[src/design/assert_macros.svh]
// ----------------------------------------------------------------------------
// Assertion macros
// Shared concurrent assertion forms for the bounding box design.
// ----------------------------------------------------------------------------
`ifndef ASSERT_MACROS_SVH
`define ASSERT_MACROS_SVH

`ifndef ASSERT_OFF

// Same-cycle implication, disabled while reset is high
`define ASSERT_IMPLY(lbl, clk, rst, ante, cons) \
   lbl: assert property (@(posedge clk) disable iff (rst) (ante) |-> (cons)) \
      else $error("same-cycle implication failed");

// Next-cycle implication, disabled while reset is high
`define ASSERT_NEXT(lbl, clk, rst, ante, cons) \
   lbl: assert property (@(posedge clk) disable iff (rst) (ante) |=> (cons)) \
      else $error("next-cycle implication failed");

`else

`define ASSERT_IMPLY(lbl, clk, rst, ante, cons)
`define ASSERT_NEXT(lbl, clk, rst, ante, cons)

`endif

`endif

[src/design/bbt_pkg.sv]
// ----------------------------------------------------------------------------
// bbt_pkg
// Types, register indexes and reset values for the backdrop trim bounding box.
// ----------------------------------------------------------------------------
package bbt_pkg;

   // Largest frame dimension handled by the counters
   localparam int DEFAULT_MAX_DIMENSION = 4096;

   // Field widths
   localparam int CHAN_W   = 8;
   localparam int SIZE_W   = 13;
   localparam int POS_W    = 12;
   localparam int CSR_IDX_W = 2;

   // Register indexes
   localparam logic [CSR_IDX_W-1:0] CSR_FRAME_WIDTH      = 2'd0;
   localparam logic [CSR_IDX_W-1:0] CSR_FRAME_HEIGHT     = 2'd1;
   localparam logic [CSR_IDX_W-1:0] CSR_BRIGHT_THRESHOLD = 2'd2;
   localparam logic [CSR_IDX_W-1:0] CSR_SPREAD_LIMIT     = 2'd3;

   // Register reset values
   localparam logic [SIZE_W-1:0] RST_FRAME_WIDTH      = 13'd256;
   localparam logic [SIZE_W-1:0] RST_FRAME_HEIGHT     = 13'd256;
   localparam logic [CHAN_W-1:0] RST_BRIGHT_THRESHOLD = 8'd235;
   localparam logic [CHAN_W-1:0] RST_SPREAD_LIMIT     = 8'd12;

   // Configuration as seen by the datapath
   typedef struct packed {
      logic [SIZE_W-1:0] frame_width;
      logic [SIZE_W-1:0] frame_height;
      logic [CHAN_W-1:0] bright_threshold;
      logic [CHAN_W-1:0] spread_limit;
   } bbt_cfg_type;

   // One pixel
   typedef struct packed {
      logic [CHAN_W-1:0] blue;
      logic [CHAN_W-1:0] green;
      logic [CHAN_W-1:0] red;
   } bbt_pixel_type;

   // One crop rectangle
   typedef struct packed {
      logic              found;
      logic [POS_W-1:0]  left;
      logic [POS_W-1:0]  top;
      logic [SIZE_W-1:0] crop_width;
      logic [SIZE_W-1:0] crop_height;
   } bbt_result_type;

endpackage

[src/design/backdrop_trim_bounding_box.sv]
// ----------------------------------------------------------------------------
// backdrop_trim_bounding_box
// Crop rectangle of the foreground in a raster RGB frame with a light,
// even-toned backdrop trimmed away.
// ----------------------------------------------------------------------------
//
//   channel  direction  contents
//   req_     in         one pixel: red, green, blue
//   rsp_     out        one crop rectangle per frame, after its last pixel
//   csr_     in         frame size, brightness threshold, spread limit
//
// One pixel a cycle unless the result stalls: a pixel register feeds the
// classifier and tracker, and a result register holds the rectangle, formed
// from the last pixel once it leaves the pixel register. Synchronous reset
// restores register defaults and starts a fresh frame. A stalled result
// stalls the pixel register, and then req_tready.
//
`include "assert_macros.svh"

module backdrop_trim_bounding_box import bbt_pkg::*; #(
   parameter int MAX_DIMENSION = DEFAULT_MAX_DIMENSION
) (
   input  logic                 clock,
   input  logic                 reset,
   // pixel stream
   input  logic                 req_tvalid,
   output logic                 req_tready,
   input  logic [23:0]          req_tdata,  // red[7:0], green[15:8], blue[23:16]
   // rectangle stream
   output logic                 rsp_tvalid,
   input  logic                 rsp_tready,
   output logic [55:0]          rsp_tdata,  // left[11:0], top[23:12],
                                            // crop_width[36:24], crop_height[49:37]
   output logic                 rsp_tuser,  // found[0]
   // register writes
   input  logic                 csr_we,
   input  logic [CSR_IDX_W-1:0] csr_index,
   input  logic [SIZE_W-1:0]    csr_wdata
);

   bbt_cfg_type    cfg_ff, cfg_in;
   bbt_pixel_type  pix_ff;
   logic           in_valid_ff;
   logic           rsp_valid_ff, rsp_valid_in;
   bbt_result_type rsp_ff;
   logic           advance;
   logic           backdrop;
   logic           result_valid;
   bbt_result_type result;

   // Write configuration registers
   always_comb begin
      cfg_in = cfg_ff;
      if (csr_we) begin
         case (csr_index)
            CSR_FRAME_WIDTH:      cfg_in.frame_width      = csr_wdata;
            CSR_FRAME_HEIGHT:     cfg_in.frame_height     = csr_wdata;
            CSR_BRIGHT_THRESHOLD: cfg_in.bright_threshold = csr_wdata[CHAN_W-1:0];
            CSR_SPREAD_LIMIT:     cfg_in.spread_limit     = csr_wdata[CHAN_W-1:0];
            default:              cfg_in = cfg_ff;
         endcase
      end
   end

   always_ff @(posedge clock) begin
      if (reset) begin
         cfg_ff.frame_width      <= RST_FRAME_WIDTH;
         cfg_ff.frame_height     <= RST_FRAME_HEIGHT;
         cfg_ff.bright_threshold <= RST_BRIGHT_THRESHOLD;
         cfg_ff.spread_limit     <= RST_SPREAD_LIMIT;
      end else begin
         cfg_ff <= cfg_in;
      end
   end

   // Move the pixel on when the result slot is free next cycle
   assign advance    = !rsp_valid_ff || rsp_tready;
   assign req_tready = !in_valid_ff || advance;

   // Capture the pixel transaction
   always_ff @(posedge clock) begin
      if (reset) begin
         in_valid_ff <= 1'b0;
      end else if (req_tready) begin
         in_valid_ff <= req_tvalid;
      end
   end

   always_ff @(posedge clock) begin
      if (req_tready && req_tvalid) begin
         pix_ff <= bbt_pixel_type'(req_tdata);
      end
   end

   bbt_classify u_classify (
      .pixel    (pix_ff),
      .cfg      (cfg_ff),
      .backdrop (backdrop)
   );

   bbt_tracker #(
      .MAX_DIMENSION (MAX_DIMENSION)
   ) u_tracker (
      .clock        (clock),
      .reset        (reset),
      .step         (in_valid_ff && advance),
      .backdrop     (backdrop),
      .cfg          (cfg_ff),
      .result_valid (result_valid),
      .result       (result)
   );

   // Hold the rectangle until taken
   always_comb begin
      rsp_valid_in = rsp_valid_ff;
      if (advance) begin
         rsp_valid_in = result_valid;
      end
   end

   always_ff @(posedge clock) begin
      if (reset) begin
         rsp_valid_ff <= 1'b0;
      end else begin
         rsp_valid_ff <= rsp_valid_in;
      end
   end

   always_ff @(posedge clock) begin
      if (advance && result_valid) begin
         rsp_ff <= result;
      end
   end

   assign rsp_tvalid = rsp_valid_ff;
   assign rsp_tuser  = rsp_ff.found;
   assign rsp_tdata  = {6'b0, rsp_ff.crop_height, rsp_ff.crop_width, rsp_ff.top, rsp_ff.left};

   // Checks on the pipeline and result forming
   `ASSERT_IMPLY(a_notfound_origin, clock, reset, rsp_valid_ff && !rsp_ff.found, rsp_ff.left == '0 && rsp_ff.top == '0)
   `ASSERT_NEXT(a_pixel_held, clock, reset, in_valid_ff && !advance, in_valid_ff)
   `ASSERT_IMPLY(a_rsp_source, clock, reset, $rose(rsp_valid_ff), $past(in_valid_ff))

endmodule

[src/design/bbt_classify.sv]
// ----------------------------------------------------------------------------
// bbt_classify
// Flags a pixel as backdrop: bright enough and nearly gray.
// ----------------------------------------------------------------------------
module bbt_classify import bbt_pkg::*; (
   input  bbt_pixel_type pixel,
   input  bbt_cfg_type   cfg,
   output logic          backdrop
);

   logic [CHAN_W-1:0] lo;
   logic [CHAN_W-1:0] hi;
   logic [CHAN_W-1:0] lo_rg;
   logic [CHAN_W-1:0] hi_rg;

   // Find smallest and largest channel
   always_comb begin
      lo_rg = (pixel.green < pixel.red) ? pixel.green : pixel.red;
      hi_rg = (pixel.green > pixel.red) ? pixel.green : pixel.red;
      lo    = (pixel.blue < lo_rg) ? pixel.blue : lo_rg;
      hi    = (pixel.blue > hi_rg) ? pixel.blue : hi_rg;
   end

   // Backdrop when bright and with a small spread
   assign backdrop = (lo >= cfg.bright_threshold) && ((hi - lo) <= cfg.spread_limit);

endmodule

[src/design/bbt_tracker.sv]
// ----------------------------------------------------------------------------
// bbt_tracker
// Raster counters and foreground extent tracking; forms the crop rectangle
// on the last pixel of each frame.
// ----------------------------------------------------------------------------
module bbt_tracker import bbt_pkg::*; #(
   parameter int MAX_DIMENSION = DEFAULT_MAX_DIMENSION
) (
   input  logic           clock,
   input  logic           reset,
   input  logic           step,
   input  logic           backdrop,
   input  bbt_cfg_type    cfg,
   output logic           result_valid,
   output bbt_result_type result
);

   localparam int COORD_W = $clog2(MAX_DIMENSION);
   localparam int DIM_W   = COORD_W + 1;
   localparam int OUT_W   = (DIM_W > SIZE_W) ? DIM_W : SIZE_W;

   logic [COORD_W-1:0] col_ff, col_in;
   logic [COORD_W-1:0] row_ff, row_in;
   logic               seen_ff, seen_in;
   logic [COORD_W-1:0] lc_ff, lc_in;
   logic [COORD_W-1:0] gc_ff, gc_in;
   logic [COORD_W-1:0] lr_ff, lr_in;
   logic [COORD_W-1:0] gr_ff, gr_in;

   logic [DIM_W-1:0]   width_eff;
   logic [DIM_W-1:0]   height_eff;
   logic [DIM_W-1:0]   col_next;
   logic [DIM_W-1:0]   row_next;
   logic               row_end;
   logic               frame_end;
   logic               seen_upd;
   logic [COORD_W-1:0] lc_upd, gc_upd, lr_upd, gr_upd;
   logic [OUT_W-1:0]   span_col;
   logic [OUT_W-1:0]   span_row;
   logic [OUT_W-1:0]   lc_ext, lr_ext, w_ext, h_ext;

   // Clamp frame size into 1..MAX_DIMENSION
   always_comb begin
      if (cfg.frame_width == '0) begin
         width_eff = DIM_W'(1);
      end else if (32'(cfg.frame_width) > MAX_DIMENSION) begin
         width_eff = DIM_W'(MAX_DIMENSION);
      end else begin
         width_eff = DIM_W'(cfg.frame_width);
      end
      if (cfg.frame_height == '0) begin
         height_eff = DIM_W'(1);
      end else if (32'(cfg.frame_height) > MAX_DIMENSION) begin
         height_eff = DIM_W'(MAX_DIMENSION);
      end else begin
         height_eff = DIM_W'(cfg.frame_height);
      end
   end

   // Detect end of row and end of frame
   assign col_next  = DIM_W'(col_ff) + DIM_W'(1);
   assign row_next  = DIM_W'(row_ff) + DIM_W'(1);
   assign row_end   = (col_next >= width_eff);
   assign frame_end = row_end && (row_next >= height_eff);

   // Widen extents for the foreground pixel
   always_comb begin
      seen_upd = seen_ff;
      lc_upd   = lc_ff;
      gc_upd   = gc_ff;
      lr_upd   = lr_ff;
      gr_upd   = gr_ff;
      if (!backdrop) begin
         seen_upd = 1'b1;
         if (!seen_ff) begin
            lc_upd = col_ff;
            gc_upd = col_ff;
            lr_upd = row_ff;
            gr_upd = row_ff;
         end else begin
            if (col_ff < lc_ff) lc_upd = col_ff;
            if (col_ff > gc_ff) gc_upd = col_ff;
            if (row_ff < lr_ff) lr_upd = row_ff;
            if (row_ff > gr_ff) gr_upd = row_ff;
         end
      end
   end

   // Advance counters; clear tracking at frame end
   always_comb begin
      col_in  = col_ff;
      row_in  = row_ff;
      seen_in = seen_ff;
      lc_in   = lc_ff;
      gc_in   = gc_ff;
      lr_in   = lr_ff;
      gr_in   = gr_ff;
      if (step) begin
         col_in  = row_end ? '0 : col_next[COORD_W-1:0];
         seen_in = seen_upd;
         lc_in   = lc_upd;
         gc_in   = gc_upd;
         lr_in   = lr_upd;
         gr_in   = gr_upd;
         if (frame_end) begin
            row_in  = '0;
            seen_in = 1'b0;
            lc_in   = '0;
            gc_in   = '0;
            lr_in   = '0;
            gr_in   = '0;
         end else if (row_end) begin
            row_in = row_next[COORD_W-1:0];
         end
      end
   end

   always_ff @(posedge clock) begin
      if (reset) begin
         col_ff  <= '0;
         row_ff  <= '0;
         seen_ff <= 1'b0;
         lc_ff   <= '0;
         gc_ff   <= '0;
         lr_ff   <= '0;
         gr_ff   <= '0;
      end else begin
         col_ff  <= col_in;
         row_ff  <= row_in;
         seen_ff <= seen_in;
         lc_ff   <= lc_in;
         gc_ff   <= gc_in;
         lr_ff   <= lr_in;
         gr_ff   <= gr_in;
      end
   end

   // Form the crop rectangle
   assign lc_ext   = OUT_W'(lc_upd);
   assign lr_ext   = OUT_W'(lr_upd);
   assign w_ext    = OUT_W'(width_eff);
   assign h_ext    = OUT_W'(height_eff);
   assign span_col = OUT_W'(gc_upd) - lc_ext + OUT_W'(1);
   assign span_row = OUT_W'(gr_upd) - lr_ext + OUT_W'(1);

   assign result_valid = step && frame_end;

   always_comb begin
      if (seen_upd) begin
         result.found       = 1'b1;
         result.left        = lc_ext[POS_W-1:0];
         result.top         = lr_ext[POS_W-1:0];
         result.crop_width  = span_col[SIZE_W-1:0];
         result.crop_height = span_row[SIZE_W-1:0];
      end else begin
         result.found       = 1'b0;
         result.left        = '0;
         result.top         = '0;
         result.crop_width  = w_ext[SIZE_W-1:0];
         result.crop_height = h_ext[SIZE_W-1:0];
      end
   end

endmodule

[config.mk]
export PLATFORM = sky130hd
export DESIGN_NAME = backdrop_trim_bounding_box
export DESIGN_NICKNAME = d
export VERILOG_FILES = /design/src/design/bbt_pkg.sv /design/src/design/backdrop_trim_bounding_box.sv /design/src/design/bbt_classify.sv /design/src/design/bbt_tracker.sv
export VERILOG_INCLUDE_DIRS = /design/src /design/src/design
export SDC_FILE = /design/constraint.sdc
export NUM_CORES = 1
export LEC_CHECK = 0
export ABC_CLOCK_PERIOD_IN_PS = 8960
export BUFFER_PORTS_ARGS = -buffer_cell sky130_fd_sc_hd__buf_2
export CAP_MARGIN = 30
export CORE_MARGIN = 1
export CORE_UTILIZATION = 35
export DETAILED_ROUTE_END_ITERATION = 8
export PLACE_DENSITY = 0.58
export SLEW_MARGIN = 20
export SYNTH_ARGS = -nofsm -noshare
export SYNTH_HDL_FRONTEND = slang
export SYNTH_HIERARCHICAL = 1
export SYNTH_SLANG_ARGS = --single-unit
[constraint.sdc]
create_clock -name clock -period 8.96 [get_ports clock]
set_input_delay 0.896 -clock clock [delete_from_list [all_inputs] [get_ports clock]]
set_output_delay 0.896 -clock clock [all_outputs]
set_load 0.01 [all_outputs]
==> flow_summary.ini <==
[place]
routabilityCongestion = 0.8674
placed_cell_area_um2 = 13960
numPortBuffers = 96
hpwlAfterDp_um = 25360

[worst_hold_path]
hold_path_class = flop to flop
holdPathStages = 1
hold_end = u_tracker/gr_ff[9]
holdCritStartpoint = u_tracker/gr_ff[9]

[clock_tree]
clock_path_buffers = 2
cts_buffers = 17
cts_tree = yes
cts_sinks = 192
cts.clk_slew.worst_paths_ps = 80
cts-root-buf = clkbuf_16
htreeDepth = 4
clk_latency_ps = 460

[final_layout]
antenna_cells = 0
nets = 1707
ff_latch_area_um2 = 4594
multi_input_comb_area_um2 = 7873
syn2layout_area_growth_pct = 15.41
fillers = 3573
drive_gt1_share_pct = 16.94
design_area_um2 = 14990

[pwr]
power_density_nw_per_um2 = 166.0
leakagePower_nw = 6.278
p_seq_share_pct = 38.2
power_w = 0.002489
p_clk_share_pct = 32.1
p_comb_share_pct = 29.6
sw_frac_of_total_pct = 34.15
p_sw_w = 0.0008500
p_int_w = 0.001639
ir_drop_v = 0.0001444

[logic_synthesis]
synth.most_common_cell = ha_1
synth_cells = 1404
synth_top_family_by_area = compound AO/OA/AOI/OAI gates
synthTopCellsByArea = dfxtp_1, edfxtp_1, ha_1, mux2i_1, a21oi_1
synth_edf_count = 75
syn_avg_cell_area_um2 = 9.251
yosys_warnings = 6
synthSimpleGateAreaFrac_pct = 14.97
synth_compound_area_share_pct = 18.84
synth_top_cell_by_area = dfxtp_1
ys_ff_latch = 192
ys_async_sr_fraction_pct = 0
ys.flop_type = dfxtp_1
ys_top_cells_by_count = ha_1, dfxtp_1, a21oi_1
syn_area_um2 = 12990
yosys.area.top_type_share_pct = 18.03
synth.mux.area_fraction_pct = 5.703
synth_xor_area_share_pct = 2.900
synth_fa_ha_area_share_pct = 16.07
synth.distinct_cells = 80
seq_area_frac_synth_pct = 35.37

[grt]
grt_max_degree = 98
grt_pass1_vias = 10050
gr-total-overflow = 0
track_usage_pct = 18.07
grt_pass1_wl_um = 54470
antenna_found_initial = 0

[setup_path]
rrSetupSlack_ps = 340
worst-path-buf-inv = 7
cpPeakStageDelay_ps = 410
r2r_start = pix_ff[1]
end_kind = flop
crit_slowest_cell = edfxtp_1
rr_endpoint = rsp_tdata[35]
crit_path_max_fanout = 9
crit_family = compound AO/OA/AOI/OAI gates
critPathRequiredTime_ps = 9160
criticalPathCategory = flop to flop
crit_arrival_ps = 8820
cp-start-kind = flop
ff2ff_path_depth = 45

[timing]
hold_viol_final = 0
slew_headroom_pct = 41.40
drv_slew = 0
period_needed_ps = 8617
setup_viol_count_final = 0
clock_skew_ps = 20.24
finalSetupTns_ps = 0
period_share_pct = 96.17
worst_pin_slew_ps = 874.2
clock.fmax_mhz = 116.1
holdWs_ps = 480.7

[drt]
post-route-drc-count = 0
wl_um = 34340
antenna_left = 0
post_drt_wl_per_cell_um = 17.35
drt_iter0_drc = 636
num_vias = 10540
drt_first_pass_iters = 5
vias_per_cell = 5.325

[floorplan]
core_um2 = 36520
start_util_pct = 35.56
die_width_um = 194.6
io-pin-count = 103
die_h_um = 194.6
die-area_um2 = 37880
rows = 70

[job]
maxCapViolCount = 0

[status]
status = finished clean
repair_timing:
| action | CTS | global route |
|---|---|---|
| hold endpoints to repair | 0 | 0 |
| setup buffers | 1 | 16 |
| gates cloned | 0 | 1 |
| pin swaps | 0 | 36 |
| endpoints found under the setup margin | 3 | 15 |
| hold buffers | 0 | 0 |
| gates resized for setup | 3 | 57 |
power by group through the flow:
stage	Clock, W	Combinational (W)	Sequential, W
CTS	0.000814	0.000666	0.000951
finish	0.000800	0.000738	0.000951
global route	0.000853	0.000820	0.000953
global placement	0	0.000644	0.000971
floorplan	0	0.000488	0.000962
detailed placement	0	0.000655	0.000971
layout make-up:
type                    count  share of cell area [%]
inverters                 107                   2.679
multi-input cells        1031                   52.52
clock buffers              17                   2.838
well taps                 468                   3.906
flip-flops and latches    192                   30.65
clock inverters            15                   1.227
repair buffers            149                   6.185
registers in the layout (all words and copies together), names as in the netlist:
register and flops:
cfg_ff 42, in_valid_ff 1, pix_ff 24, rsp_tdata 50
rsp_tuser 1, rsp_tvalid 1, u_tracker/col_ff 12, u_tracker/gc_ff 12
u_tracker/gr_ff 12, u_tracker/lc_ff 12, u_tracker/lr_ff 12, u_tracker/row_ff 12
u_tracker/seen_ff 1
how the worst max path moves through the flow:
stage,start,to,slack [ps],cells after the start
floorplan,pix_ff[9],rsp_tdata[35],20,47
global placement,pix_ff[11],rsp_tdata[36],190,42
detailed placement,pix_ff[11],rsp_tdata[35],-8,46
CTS,pix_ff[9],rsp_tdata[35],30,48
global route,pix_ff[1],rsp_tdata[35],-20,48
finish,pix_ff[1],rsp_tdata[35],340,45
stage by stage:
step / worst slack (ps) / util [%] / std cells
global route: -20.26 / 41.04 / 1979
detailed placement: -8.205 / 38.22 / 1927
finish: 343.1 / 41.04 / 1979
CTS: 26.84 / 39.95 / 1960
floorplan: 22.84 / - / 1409
global placement: 192.1 / 38.22 / 1927
cell usage in the layout (no fill, tap or decap), types with 8 or more instances in the layout:
cell type / count
ha_1: 157
dfxtp_1: 117
inv_1: 104
nor2_1: 100
a21oi_1: 99
buf_2: 96
nand2_1: 94
edfxtp_1: 75
mux2i_1: 66
nand2b_1: 56
buf_4: 47
o21ai_0: 46
a22o_1: 36
nand3_1: 33
a21o_1: 28
xnor2_1: 26
o21ai_1: 20
clkbuf_16: 18
xor2_1: 17
nand4_1: 16
nor2b_1: 14
a21oi_2: 14
nor3_1: 13
and3_1: 12
a211oi_1: 10
o21a_1: 10
a32o_1: 10
o21bai_1: 8
o32ai_1: 8
worst register-to-register path, delay by kind of cell, from the launching register on:
family	cells	cell delay (ps)
adder cells (fa/ha/maj)	7	1960
multiplexers	3	590
buffers and inverters	7	990
AO/OA/AOI/OAI	22	3470
AND/OR/NAND/NOR	4	630
flip-flops	1	410
XOR/XNOR	2	300
logic make-up after synthesis:
logic type	count (synthesis)
muxes	73
AOI/OAI and AO/OA	356
and+or+nand+nor	388
DFF	192
adders and majority gates	165
xor gates and xnor gates	43
other	1
buffers and inverters	186
routing by layer:
metal	routed length, µm	global-route usage (%)	vias up
met5	0	0	-
met4	455	3.939	0
met3	1567	3.505	28
met2	15240	27.82	250
met1	17080	25.96	5040
li1	-	-	5220
Note: power is estimated with default switching activity, not from simulation.
